## src/hw/rtl/sfr_crc8_pkg.sv

```systemverilog
// shared constants and crc helper for the serial frame receiver
package sfr_crc8_pkg;

   // longest payload accepted, in bytes
   localparam int MaxPayload = 12;

   // frame header bytes and crc-8 polynomial (reflected form)
   localparam logic [7:0] HeaderFirst  = 8'h55;
   localparam logic [7:0] HeaderSecond = 8'hAA;
   localparam logic [7:0] CrcPoly      = 8'h8C;

   // payload store layout: bytes spread over lanes, one ram per lane
   localparam int LaneCount = 4;
   localparam int LaneSel   = $clog2(LaneCount);
   localparam int RowCount  = (MaxPayload + LaneCount - 1) / LaneCount;
   localparam int RowAddrW  = $clog2(RowCount);

   // crc-8 update, one byte, lsb first
   function automatic logic [7:0] crc8_update(input logic [7:0] crc, input logic [7:0] data);
      logic [7:0] c;
      c = crc ^ data;
      for (int k = 0; k < 8; k++) begin
         if (c[0]) begin
            c = (c >> 1) ^ CrcPoly;
         end else begin
            c = c >> 1;
         end
      end
      return c;
   endfunction

   // crc after both header bytes
   localparam logic [7:0] CrcAfterHeader = crc8_update(crc8_update(8'h00, HeaderFirst),
                                                       HeaderSecond);

endpackage

```

## src/hw/rtl/sfr_crc8_ram.sv

```systemverilog
// generic single-write, single-read ram with registered read data
module sfr_crc8_ram #(
   parameter int Width = 8,
   parameter int Depth = 4
) (
   input  logic                     clock,
   input  logic                     wr_en,
   input  logic [$clog2(Depth)-1:0] wr_addr,
   input  logic [Width-1:0]         wr_data,
   input  logic                     rd_en,
   input  logic [$clog2(Depth)-1:0] rd_addr,
   output logic [Width-1:0]         rd_data
);

   logic [Width-1:0] mem_ff [Depth];
   logic [Width-1:0] rd_data_ff;

   always_ff @(posedge clock) begin
      if (wr_en) begin
         mem_ff[wr_addr] <= wr_data;
      end
      // read data holds until the next read
      if (rd_en) begin
         rd_data_ff <= mem_ff[rd_addr];
      end
   end

   assign rd_data = rd_data_ff;

endmodule

```

## src/hw/rtl/serial_frame_receiver_crc8.sv

```systemverilog
// serial frame receiver: header hunt, length check, crc-8 check, payload unpacking
// after the second trailer byte a result is held pending, then moves to the output register
// throughput: one byte per cycle; the byte path stalls only while a finished
//   result waits behind a stalled output register
// payload bytes live in four lane rams; three row reads during crc and trailer
// reset (synchronous, active high) returns to header hunt with crc and counters zero
// payload bytes carry per-byte valid flags cleared at frame start, so unwritten bytes read 0
module serial_frame_receiver_crc8 (
   input  logic        clock,
   input  logic        reset,
   input  logic        req_valid,
   output logic        req_stall,
   input  logic [7:0]  req_rx_byte,
   output logic        rsp_valid,
   input  logic        rsp_stall,
   output logic [31:0] rsp_distance_bits,
   output logic [31:0] rsp_angle_bits,
   output logic [7:0]  rsp_control_flag,
   output logic [3:0]  rsp_payload_count
);
   import sfr_crc8_pkg::*;

   // receive phases, one-hot
   typedef enum logic [5:0] {
      PH_HUNT    = 6'b000001,
      PH_LEN     = 6'b000010,
      PH_PAYLOAD = 6'b000100,
      PH_CRC     = 6'b001000,
      PH_TRAIL1  = 6'b010000,
      PH_TRAIL2  = 6'b100000
   } phase_type;

   // rows of the payload store that feed the result
   localparam logic [RowAddrW-1:0] RowDistance = RowAddrW'(0);
   localparam logic [RowAddrW-1:0] RowAngle    = RowAddrW'(1);
   localparam logic [RowAddrW-1:0] RowFlag     = RowAddrW'(2);

   // control state
   phase_type             phase_ff, phase_in;
   logic [7:0]            prev_byte_ff, prev_byte_in;
   logic [3:0]            frame_len_ff, frame_len_in;
   logic [3:0]            byte_cnt_ff, byte_cnt_in;
   logic [7:0]            crc_ff, crc_in;
   logic [MaxPayload-1:0] byte_valid_ff, byte_valid_in;
   logic                  pend_ff, pend_in;
   logic [3:0]            pend_count_ff, pend_count_in;
   logic                  rsp_valid_ff, rsp_valid_in;

   // result assembly (no reset needed)
   logic [31:0] word_distance_ff, word_distance_in;
   logic [31:0] word_angle_ff, word_angle_in;
   logic [31:0] rsp_distance_ff, rsp_angle_ff;
   logic [7:0]  rsp_flag_ff;
   logic [3:0]  rsp_count_ff;

   // byte transaction and payload ram access
   logic                    req_accept;
   logic [4:0]              cnt_next;
   logic                    store_en;
   logic [LaneCount-1:0]    lane_wr_en;
   logic                    row_rd_en;
   logic [RowAddrW-1:0]     row_rd_addr;
   logic [8*LaneCount-1:0]  row_data;
   logic [31:0]             distance_masked, angle_masked;
   logic [7:0]              flag_masked;
   logic                    rsp_load;

   // finished result moves to the output register when it is free or draining
   assign rsp_load   = pend_ff && (!rsp_valid_ff || !rsp_stall);
   // hold bytes only while a finished result cannot leave
   assign req_stall  = pend_ff && rsp_valid_ff && rsp_stall;
   assign req_accept = req_valid && !req_stall;

   assign cnt_next = {1'b0, byte_cnt_ff} + 5'd1;
   assign store_en = req_accept && (phase_ff == PH_PAYLOAD)
                     && ({1'b0, byte_cnt_ff} < 5'(MaxPayload));

   // one ram per byte lane, row = byte index / lane count
   for (genvar g = 0; g < LaneCount; g++) begin : g_lane
      assign lane_wr_en[g] = store_en && (byte_cnt_ff[LaneSel-1:0] == LaneSel'(g));

      sfr_crc8_ram #(
         .Width(8),
         .Depth(RowCount)
      ) u_lane_ram (
         .clock   (clock),
         .wr_en   (lane_wr_en[g]),
         .wr_addr (byte_cnt_ff[LaneSel +: RowAddrW]),
         .wr_data (req_rx_byte),
         .rd_en   (row_rd_en),
         .rd_addr (row_rd_addr),
         .rd_data (row_data[8*g +: 8])
      );
   end

   // row reads: distance row at crc byte, angle row at first trailer, flag row at second
   always_comb begin
      row_rd_en   = 1'b0;
      row_rd_addr = RowDistance;
      if (req_accept) begin
         case (phase_ff)
            PH_CRC: begin
               row_rd_en   = 1'b1;
               row_rd_addr = RowDistance;
            end
            PH_TRAIL1: begin
               row_rd_en   = 1'b1;
               row_rd_addr = RowAngle;
            end
            PH_TRAIL2: begin
               row_rd_en   = 1'b1;
               row_rd_addr = RowFlag;
            end
            default: begin
               row_rd_en = 1'b0;
            end
         endcase
      end
   end

   // bytes never written in this frame read as zero
   always_comb begin
      for (int i = 0; i < LaneCount; i++) begin
         distance_masked[8*i +: 8] = row_data[8*i +: 8] & {8{byte_valid_ff[i]}};
         angle_masked[8*i +: 8]    = row_data[8*i +: 8] & {8{byte_valid_ff[LaneCount + i]}};
      end
      flag_masked = row_data[7:0] & {8{byte_valid_ff[2*LaneCount]}};
   end

   // phase sequencing, crc and payload bookkeeping
   always_comb begin
      phase_in         = phase_ff;
      prev_byte_in     = prev_byte_ff;
      frame_len_in     = frame_len_ff;
      byte_cnt_in      = byte_cnt_ff;
      crc_in           = crc_ff;
      byte_valid_in    = byte_valid_ff;
      pend_in          = pend_ff && !rsp_load;
      pend_count_in    = pend_count_ff;
      word_distance_in = word_distance_ff;
      word_angle_in    = word_angle_ff;

      if (store_en) begin
         byte_valid_in[byte_cnt_ff] = 1'b1;
      end

      if (req_accept) begin
         case (phase_ff)
            PH_HUNT: begin
               if (prev_byte_ff == HeaderFirst && req_rx_byte == HeaderSecond) begin
                  // frame start: payload store reads as zero from here
                  phase_in      = PH_LEN;
                  prev_byte_in  = 8'h00;
                  byte_cnt_in   = 4'd0;
                  frame_len_in  = 4'd0;
                  byte_valid_in = '0;
                  crc_in        = CrcAfterHeader;
               end else begin
                  prev_byte_in = req_rx_byte;
               end
            end
            PH_LEN: begin
               if (req_rx_byte == 8'h00 || req_rx_byte > 8'(MaxPayload)) begin
                  // bad length drops the frame
                  phase_in     = PH_HUNT;
                  prev_byte_in = 8'h00;
                  byte_cnt_in  = 4'd0;
               end else begin
                  frame_len_in = req_rx_byte[3:0];
                  crc_in       = crc8_update(crc_ff, req_rx_byte);
                  byte_cnt_in  = 4'd0;
                  phase_in     = PH_PAYLOAD;
               end
            end
            PH_PAYLOAD: begin
               crc_in      = crc8_update(crc_ff, req_rx_byte);
               byte_cnt_in = cnt_next[3:0];
               if (cnt_next >= {1'b0, frame_len_ff}) begin
                  phase_in = PH_CRC;
               end
            end
            PH_CRC: begin
               if (req_rx_byte != crc_ff) begin
                  // crc mismatch drops the frame, no stall
                  phase_in     = PH_HUNT;
                  prev_byte_in = 8'h00;
                  byte_cnt_in  = 4'd0;
               end else begin
                  phase_in = PH_TRAIL1;
               end
            end
            PH_TRAIL1: begin
               word_distance_in = distance_masked;
               phase_in         = PH_TRAIL2;
            end
            PH_TRAIL2: begin
               // good frame complete: flag row arrives next cycle
               word_angle_in = angle_masked;
               pend_in       = 1'b1;
               pend_count_in = frame_len_ff;
               phase_in      = PH_HUNT;
               prev_byte_in  = 8'h00;
               byte_cnt_in   = 4'd0;
               crc_in        = 8'h00;
               frame_len_in  = 4'd0;
            end
            default: begin
               phase_in     = PH_HUNT;
               prev_byte_in = 8'h00;
               byte_cnt_in  = 4'd0;
            end
         endcase
      end
   end

   // output register valid
   always_comb begin
      if (rsp_load) begin
         rsp_valid_in = 1'b1;
      end else if (!rsp_stall) begin
         rsp_valid_in = 1'b0;
      end else begin
         rsp_valid_in = rsp_valid_ff;
      end
   end

   always_ff @(posedge clock) begin
      if (reset) begin
         phase_ff      <= PH_HUNT;
         prev_byte_ff  <= 8'h00;
         frame_len_ff  <= 4'd0;
         byte_cnt_ff   <= 4'd0;
         crc_ff        <= 8'h00;
         byte_valid_ff <= '0;
         pend_ff       <= 1'b0;
         rsp_valid_ff  <= 1'b0;
      end else begin
         phase_ff      <= phase_in;
         prev_byte_ff  <= prev_byte_in;
         frame_len_ff  <= frame_len_in;
         byte_cnt_ff   <= byte_cnt_in;
         crc_ff        <= crc_in;
         byte_valid_ff <= byte_valid_in;
         pend_ff       <= pend_in;
         rsp_valid_ff  <= rsp_valid_in;
      end
   end

   // payload registers
   always_ff @(posedge clock) begin
      pend_count_ff    <= pend_count_in;
      word_distance_ff <= word_distance_in;
      word_angle_ff    <= word_angle_in;
      if (rsp_load) begin
         rsp_distance_ff <= word_distance_ff;
         rsp_angle_ff    <= word_angle_ff;
         rsp_flag_ff     <= flag_masked;
         rsp_count_ff    <= pend_count_ff;
      end
   end

   assign rsp_valid         = rsp_valid_ff;
   assign rsp_distance_bits = rsp_distance_ff;
   assign rsp_angle_bits    = rsp_angle_ff;
   assign rsp_control_flag  = rsp_flag_ff;
   assign rsp_payload_count = rsp_count_ff;

endmodule
```

## config.mk

```make
export PLATFORM = sky130hd
export DESIGN_NAME = serial_frame_receiver_crc8
export DESIGN_NICKNAME = d
export VERILOG_FILES = /design/src/hw/rtl/sfr_crc8_pkg.sv /design/src/hw/rtl/sfr_crc8_ram.sv /design/src/hw/rtl/serial_frame_receiver_crc8.sv
export SDC_FILE = /design/constraint.sdc
export NUM_CORES = 1
export LEC_CHECK = 0
export BUFFER_PORTS_ARGS = -buffer_cell sky130_fd_sc_hd__buf_2
export CAP_MARGIN = 20
export CORE_MARGIN = 4
export CORE_UTILIZATION = 50
export DETAILED_ROUTE_END_ITERATION = 7
export PLACE_DENSITY = 0.78
export SLEW_MARGIN = 20
export SYNTH_ARGS = -nofsm -noshare
export SYNTH_HDL_FRONTEND = slang
export SYNTH_SLANG_ARGS = --single-unit
export TNS_END_PERCENT = 100
```

## constraint.sdc

```tcl
create_clock -name clock -period 9 [get_ports clock]
set_input_delay 1.35 -clock clock [delete_from_list [all_inputs] [get_ports clock]]
set_output_delay 1.35 -clock clock [all_outputs]
set_load 0.05 [all_outputs]
```

=== Word level (Yosys, flattened, before mapping) ===
Memory sizes are Yosys's and may differ from the RTL's. A register that Yosys moved wholly into a read port is not among the register bits.
Index checks and enable logic that the tools add are counted.

* Bits in registers: 188
* Latch bits: 0
* RAM bits: 96
* Memory bits (read-only): 0
* Bits of input ports: 12
* Output and inout port bits: 78
* Word-level logic and storage cells: 192
* Memories kept: 4

{| class="wikitable"
|+ Memories
! memory !! words !! width !! rd ports !! clocked after Yosys merged registers in !! write ports !! line !! text
|-
| g_lane[0].u_lane_ram.mem_ff || 3 || 8 || 1 || 1 || 1 || sfr_crc8_ram.sv:15 || <nowiki>logic [Width-1:0] mem_ff [Depth];</nowiki>
|-
| g_lane[1].u_lane_ram.mem_ff || 3 || 8 || 1 || 1 || 1 || sfr_crc8_ram.sv:15 ||
|-
| g_lane[2].u_lane_ram.mem_ff || 3 || 8 || 1 || 1 || 1 || sfr_crc8_ram.sv:15 ||
|-
| g_lane[3].u_lane_ram.mem_ff || 3 || 8 || 1 || 1 || 1 || sfr_crc8_ram.sv:15 ||
|}

* Add/subtract/negate cells: 1
* Multipliers: 0
* Divide/modulo/power cells: 0
* Order comparisons: 5
* Equal/unequal tests: 18
* Shift operators: 0
* Multiplexer cells: 89
* Bitwise gates (word level): 28
* Reductions and logical operators: 32

{| class="wikitable"
|+ Operators with widths
! kind !! number
|-
| 8-bit two-way mux || 55
|-
| 8-bit AND || 9
|-
| 8-bit case mux with 4 select lines || 2
|-
| 12-bit two-way mux || 4
|-
| 2-bit inverter with 3-bit output || 15
|-
| 6-bit case mux with 5 select lines || 1
|-
| 4-bit case mux with 4 select lines || 1
|-
| 4-bit AND reduction || 4
|-
| 1-bit two-way mux || 15
|-
| 1-bit logical AND || 13
|-
| 4-bit two-way mux || 3
|-
| 6-bit two-way mux || 2
|-
| 12-bit bitwise OR || 1
|-
| 4-bit case mux with 3 select lines || 1
|-
| 8-bit by 7-bit equality test with 1-bit output, second input constant || 1
|-
| 8-bit equality test, second input constant || 1
|-
| 8-bit by 4-bit > comparator with 1-bit output, second input constant || 1
|-
| 8-bit logical NOT || 1
|-
| 2-bit != test, second input constant || 4
|-
| 8-bit != test || 1
|-
| 8-bit XOR || 1
|-
| 6-bit by 1-bit equality test with 1-bit output, second input constant || 1
|-
| 6-bit by 2-bit equality test with 1-bit output, second input constant || 1
|-
| 6-bit by 3-bit equality test with 1-bit output, second input constant || 1
|-
| 26 further kinds || 34
|}

=== Logic depth before layout (Yosys ltp) ===
* Depth in word-level cells: 40
* Depth in mapped cells: 9
* Depth with buffers taken out: 8

=== By module ===
A second synthesis with hierarchy kept.

* Cells, all modules: 721
* Area total of the unflattened synthesis: 11602.4 um^2

{| class="wikitable"
|+ Modules (own cells, without submodules)
! module !! instances !! cells each !! area an instance (um^2) !! seq. area each (um^2)
|-
| serial_frame_receiver_crc8 || 1 || 477 || 6967.9 || 5144.9
|-
| sfr_crc8_ram || 4 || 61 || 1158.6 || 960.9
|}

=== Worst setup path before layout ===
OpenSTA, ideal clock, no wires.

* Path kind: input-to-reg
* Start: input rsp_stall
* End: register rsp_angle_ff[0] (netlist: rsp_angle_bits[0]) (enable)
* Library setup time: 0.625 ns
* Arrival: 6.878 ns
* Required time: 8.375 ns
* Path slack: 1.496 ns
* Stages: 1
* Buffers on the path: 0
* Cell sequence: a21boi_0

* Word-level cells in the longest chain between the ends: 3

{| class="wikitable"
|+ RTL lines
! what !! line !! text
|-
| from (decl) || serial_frame_receiver_crc8.sv:15 || <nowiki>input logic rsp_stall,</nowiki>
|-
| 1-bit logical NOT || -- ||
|-
| 1-bit logical OR || serial_frame_receiver_crc8.sv:69 || <nowiki>assign rsp_load = pend_ff && (!rsp_valid_ff || !rsp_stall);</nowiki>
|-
| 1-bit logical AND || serial_frame_receiver_crc8.sv:69 ||
|-
| to (signal assigned) || serial_frame_receiver_crc8.sv:256 || <nowiki>rsp_angle_ff <= word_angle_ff;</nowiki>
|-
| to (decl) || serial_frame_receiver_crc8.sv:52 || <nowiki>logic [31:0] rsp_distance_ff, rsp_angle_ff;</nowiki>
|}

No other way between the ends.
A chain may end at the register's enable or synchronous reset.

=== Worst setup path in the final report ===
* Start: input rsp_stall
* End: register word_angle_ff[24] (enable)

* Word-level cells in the longest chain between the ends: 4

{| class="wikitable"
|+ RTL lines
! what !! line !! text
|-
| 1-bit logical AND || serial_frame_receiver_crc8.sv:71 || <nowiki>assign req_stall = pend_ff && rsp_valid_ff && rsp_stall;</nowiki>
|-
| 1-bit logical NOT || serial_frame_receiver_crc8.sv:72 || <nowiki>assign req_accept = req_valid && !req_stall;</nowiki>
|-
| 1-bit logical AND || serial_frame_receiver_crc8.sv:72 ||
|-
| 2-bit AND reduction (no source line) || -- ||
|-
| to (signal assigned) || serial_frame_receiver_crc8.sv:253 || <nowiki>word_angle_ff <= word_angle_in;</nowiki>
|-
| to (decl) || serial_frame_receiver_crc8.sv:51 || <nowiki>logic [31:0] word_angle_ff, word_angle_in;</nowiki>
|}

No other way between the ends.

==> results summary <==
The kind of cell with the highest combined delay along the critical path is buffers and inverters. Of all nets on the critical path, the largest fanout is 66. The worst setup path is captured at a flop. The count of final max-slew check failures is 0. The highest clock frequency the design can meet is 296 MHz. The portion of total power attributed to combinational logic is 0.015. The synthesized netlist net count came out at 789. The count of cell types in the netlist is 58. In this run, the number of DRC markers left after iteration 0 of detailed routing was 383. The slew at the pin closest to its max-slew limit is 967 ps. The buffers plus inverters on the worst setup path came out at 4. The residual DRC count came out at 0. The run finished with clean final reports. The switching share of total power came out at 0.190. After detailed routing, the number of vias per cell comes to 5.19. The Yosys warning count is 0. The antenna cell count came out at 0. The source-to-sink clock delay at the later pin of the worst-skew pair came out at 560 ps. The aggregate negative setup slack came out at 0 ps. Detailed routing inserted a total of 6255 vias. The average routed wire per standard cell is 16.7 µm. The flip-flop and latch count after synthesis came out at 313. The area of the core came out at 22800 µm².

Among all stages on the critical path, the largest delay is contributed by sky130_fd_sc_hd__inv_1. Synthesis produced 769 cells. The cell area that synthesis handed to floorplanning was 11700 µm². For this run, the slowest stage of the critical path takes 610 ps.

The total global routing track utilization is 0.154. The clock-pin slew on the worst setup and hold paths came out at 60 ps. The count of nets left with antenna violations once routing finished came out at 0.

The final period utilization came out at 0.375. The fraction of power consumed by sequential logic is 0.556. The power dissipated by switching net loads is 0.535 mW. The die extent in x is 161 µm. The overall die area came out at 25800 µm². The fraction of synthesis flops using an asynchronous set or reset pin is 0.

The initial antenna violation count is 0. The initial cell density of the core came out at 0.512. The worst-case IR drop observed on VDD is 0.000161 V. Setup repair after global routing left no endpoint under its margin. The filler cell count is 1671.

Data on the critical path is required at its endpoint by 9240 ps. Of the synthesized area, sequential elements account for 0.771. The power per unit of standard cell area is 210 nW/µm². The share of total power in the clock network is 0.429. Counting cells, the worst reg-to-reg path comes to 6. CTS built an H-tree with a depth of 1. The count of hold-fix buffers inserted at cts came out at 0. The hold violation count in the final report came out at 0.

The post-synthesis to final-layout area growth is 14.7%. The maximum buffer depth of the clock tree is 3. The total wire length came out at 20100 µm. The global route total overflow is 0. The path class of the tightest hold or removal check is reg -> reg.

The final HPWL from detailed placement is 11900 µm. The tightest slew margin relative to the limit came out at 0.355. The fraction of layout instances using a drive strength above 1 came out at 0.184. Routability-driven placement finished with a final weighted congestion of 0.844. The post-CTS setup-driven buffer insertion count is 0.

The tool flagged a number of max-cap violations equal to 0. The pin count of the biggest net entering global routing came out at 77. The height of the die came out at 161 µm. The post-route standard cell area excluding fillers is 13400 µm².

The CTS tree is yes. After floorplanning, the core was divided into 55 placement rows. Clock tree synthesis inserted a total of 30 buffers. The startpoint-to-endpoint class of the critical path is in -> reg. Clock tree synthesis found a total of 313 sinks.

The clock period minus worst slack is 3380 ps. Buffers placed on the I/O ports in this run total 89. The layout net count is 888. The number of enable-type register cells in the synthesized netlist came out at 272. The first-pass GRT wire length is 31800 µm.

The final setup violation count came out at 0. Dividing the synthesized area by the synthesized cell count gives 15.2 µm². The fraction of post-synthesis cell area in the top cell type by area came out at 0.700.

The post-cts repair resize count is 0. The cell type with the largest total area after synthesis is sky130_fd_sc_hd__edfxtp_1. The total placed instance area came out at 12400 µm². The via count of the first global-routing pass came out at 6177. The worst path arrival time is 3620 ps. The clock arrives with 19.6 ps of skew. The static power due to leakage came out at 4.72 nW. The internal power consumption is 2.28 mW. By area the synthesized netlist is led by sky130_fd_sc_hd__edfxtp_1, sky130_fd_sc_hd__dfxtp_1, sky130_fd_sc_hd__and2_1. The cell that appears most often on the critical path is sky130_fd_sc_hd__buf_4. The first detailed-routing pass ran for 5 iterations.

The instance count along the most critical hold path is 0. The critical path goes through buf_2 > nand3_1 > nand2_1 > or2_2 > buf_4 > inv_1 > buf_4. The number of logic stages on the critical path including buffering is 7. Clock tree synthesis selected as its root buffer the cell sky130_fd_sc_hd__clkbuf_16. The launching element type of the critical path is an input port.

During I/O placement, the number of pins put on the boundary was 90. For this run, the leading register cell type out of synthesis is sky130_fd_sc_hd__edfxtp_1.
per-layer routing:
layer | GRT usage | wire length, µm | vias to the layer above
met1 | 0.196 | 8330 | 3001
li1 | - | - | 3012
met4 | 0.0508 | 558 | 0
met3 | 0.0287 | 1290 | 40
met5 | 0 | 0 | -
met2 | 0.267 | 9910 | 202
cell usage after synthesis, types with 2 or more instances:
cell type	n
sky130_fd_sc_hd__a21boi_0	2
sky130_fd_sc_hd__a21oi_1	14
sky130_fd_sc_hd__a221o_1	2
sky130_fd_sc_hd__a31o_2	8
sky130_fd_sc_hd__a31oi_1	36
sky130_fd_sc_hd__a32oi_1	3
sky130_fd_sc_hd__and2_1	86
sky130_fd_sc_hd__and3_1	3
sky130_fd_sc_hd__and4b_1	2
sky130_fd_sc_hd__buf_1	2
sky130_fd_sc_hd__buf_2	6
sky130_fd_sc_hd__buf_4	3
sky130_fd_sc_hd__buf_6	4
sky130_fd_sc_hd__clkbuf_1	13
sky130_fd_sc_hd__dfxtp_1	41
sky130_fd_sc_hd__edfxtp_1	272
sky130_fd_sc_hd__ha_1	8
sky130_fd_sc_hd__inv_1	12
sky130_fd_sc_hd__mux2i_1	2
sky130_fd_sc_hd__nand2_1	85
sky130_fd_sc_hd__nand2b_1	2
sky130_fd_sc_hd__nand3_1	9
sky130_fd_sc_hd__nand3b_1	3
sky130_fd_sc_hd__nand4_1	9
sky130_fd_sc_hd__nor2_1	71
sky130_fd_sc_hd__nor3_1	2
sky130_fd_sc_hd__nor4_1	5
sky130_fd_sc_hd__nor4b_1	2
sky130_fd_sc_hd__nor4bb_1	2
sky130_fd_sc_hd__o211ai_1	5
sky130_fd_sc_hd__o21ai_0	3
sky130_fd_sc_hd__or2_2	3
sky130_fd_sc_hd__xnor2_1	12
sky130_fd_sc_hd__xor2_1	13
state kept, by name, indices dropped and copies added, names as in the netlist:
signal / count
g_lane.u_lane_ram.rd_data: 32
g_lane.u_lane_ram.mem_ff: 96
word_angle_ff: 32
rsp_control_flag: 8
rsp_distance_bits: 32
prev_byte_ff: 8
crc_ff: 8
word_distance_ff: 32
byte_valid_ff: 9
rsp_angle_bits: 32
rsp_valid: 1
phase_ff: 6
pend_count_ff: 4
pend_ff: 1
byte_cnt_ff: 4
frame_len_ff: 4
rsp_payload_count: 4
worst paths after layout:
check	from	slack (ps)	end
setup / recovery	rsp_stall	5620	word_angle_ff[24]
hold / removal	word_distance_ff[9]	410	rsp_distance_bits[9]
setup reg to reg	phase_ff[0]	6040	word_angle_ff[24]
hold reg to reg	word_distance_ff[9]	410	rsp_distance_bits[9]
stage by stage:
step / std cells / total power, mW / worst slack [ps] / hold WS (ps) / util
after detailed placement: 1149 / 1.64 / 5050 / 405 / 0.545
after floorplan: 769 / 1.62 / 1500 / 400 / -
after global placement: 1149 / 1.63 / 5120 / 403 / 0.545
final: 1205 / 2.81 / 5620 / 412 / 0.587
after CTS: 1205 / 2.83 / 5650 / 416 / 0.587
after global routing: 1205 / 2.90 / 5380 / 420 / 0.587
power by group through the flow:
| stage | sequential, mW | combinational (mW) | clock [mW] |
|---|---|---|---|
| after floorplan | 1.59 | 0.0230 | 0 |
| after global placement | 1.59 | 0.0396 | 0 |
| after detailed placement | 1.60 | 0.0403 | 0 |
| after CTS | 1.56 | 0.0407 | 1.23 |
| after global routing | 1.56 | 0.0449 | 1.29 |
| final | 1.56 | 0.0410 | 1.21 |
cell type report:
cell class              instances  area (µm²)  share of cell area
inverters                      13        48.8             0.00365
flip-flops and latches        313        8990               0.672
repair buffers                 95         490              0.0367
clock buffers                  35         769              0.0575
multi-input cells             415        2490               0.186
clock inverters                21         201              0.0151
well taps                     313         392              0.0293
worst register-to-register path: stages, from the launching register on:
cell	delay, ps
sky130_fd_sc_hd__dfxtp_1	440
sky130_fd_sc_hd__nor3_4	340
sky130_fd_sc_hd__nand3_1	170
sky130_fd_sc_hd__or2_2	320
sky130_fd_sc_hd__buf_4	320
sky130_fd_sc_hd__inv_1	640
sky130_fd_sc_hd__buf_4	410
placed cells by master (no fill, tap or decap), types with 3 or more instances in the layout:
cell,count
sky130_fd_sc_hd__nand3_1,9
sky130_fd_sc_hd__ha_1,8
sky130_fd_sc_hd__a31o_2,8
sky130_fd_sc_hd__xor2_1,13
sky130_fd_sc_hd__and3_1,3
sky130_fd_sc_hd__dfxtp_1,41
sky130_fd_sc_hd__nand3b_1,3
sky130_fd_sc_hd__nor4_1,5
sky130_fd_sc_hd__inv_1,12
sky130_fd_sc_hd__nand2_1,85
sky130_fd_sc_hd__clkbuf_1,5
sky130_fd_sc_hd__a21oi_1,14
sky130_fd_sc_hd__or2_2,3
sky130_fd_sc_hd__nor2_1,71
sky130_fd_sc_hd__buf_2,89
sky130_fd_sc_hd__and2_1,86
sky130_fd_sc_hd__clkbuf_16,30
sky130_fd_sc_hd__xnor2_1,12
sky130_fd_sc_hd__o21ai_0,3
sky130_fd_sc_hd__nand4_1,9
sky130_fd_sc_hd__buf_4,6
sky130_fd_sc_hd__edfxtp_1,272
sky130_fd_sc_hd__bufinv_16,3
sky130_fd_sc_hd__a31oi_1,36
sky130_fd_sc_hd__o211ai_1,5
sky130_fd_sc_hd__clkinv_1,8
sky130_fd_sc_hd__clkinv_2,7
sky130_fd_sc_hd__a32oi_1,3
logic make-up after synthesis:
family | after synthesis | share of synthesized area
flip-flops | 313 | 0.771
AND/OR/NAND/NOR | 298 | 0.134
AO/OA/AOI/OAI | 81 | 0.0471
buffers and inverters | 41 | 0.0174
XOR/XNOR | 26 | 0.0208
adder cells (fa/ha/maj) | 8 | 0.00858
multiplexers | 2 | 0.00172
Power figures use the tool's default switching activity.
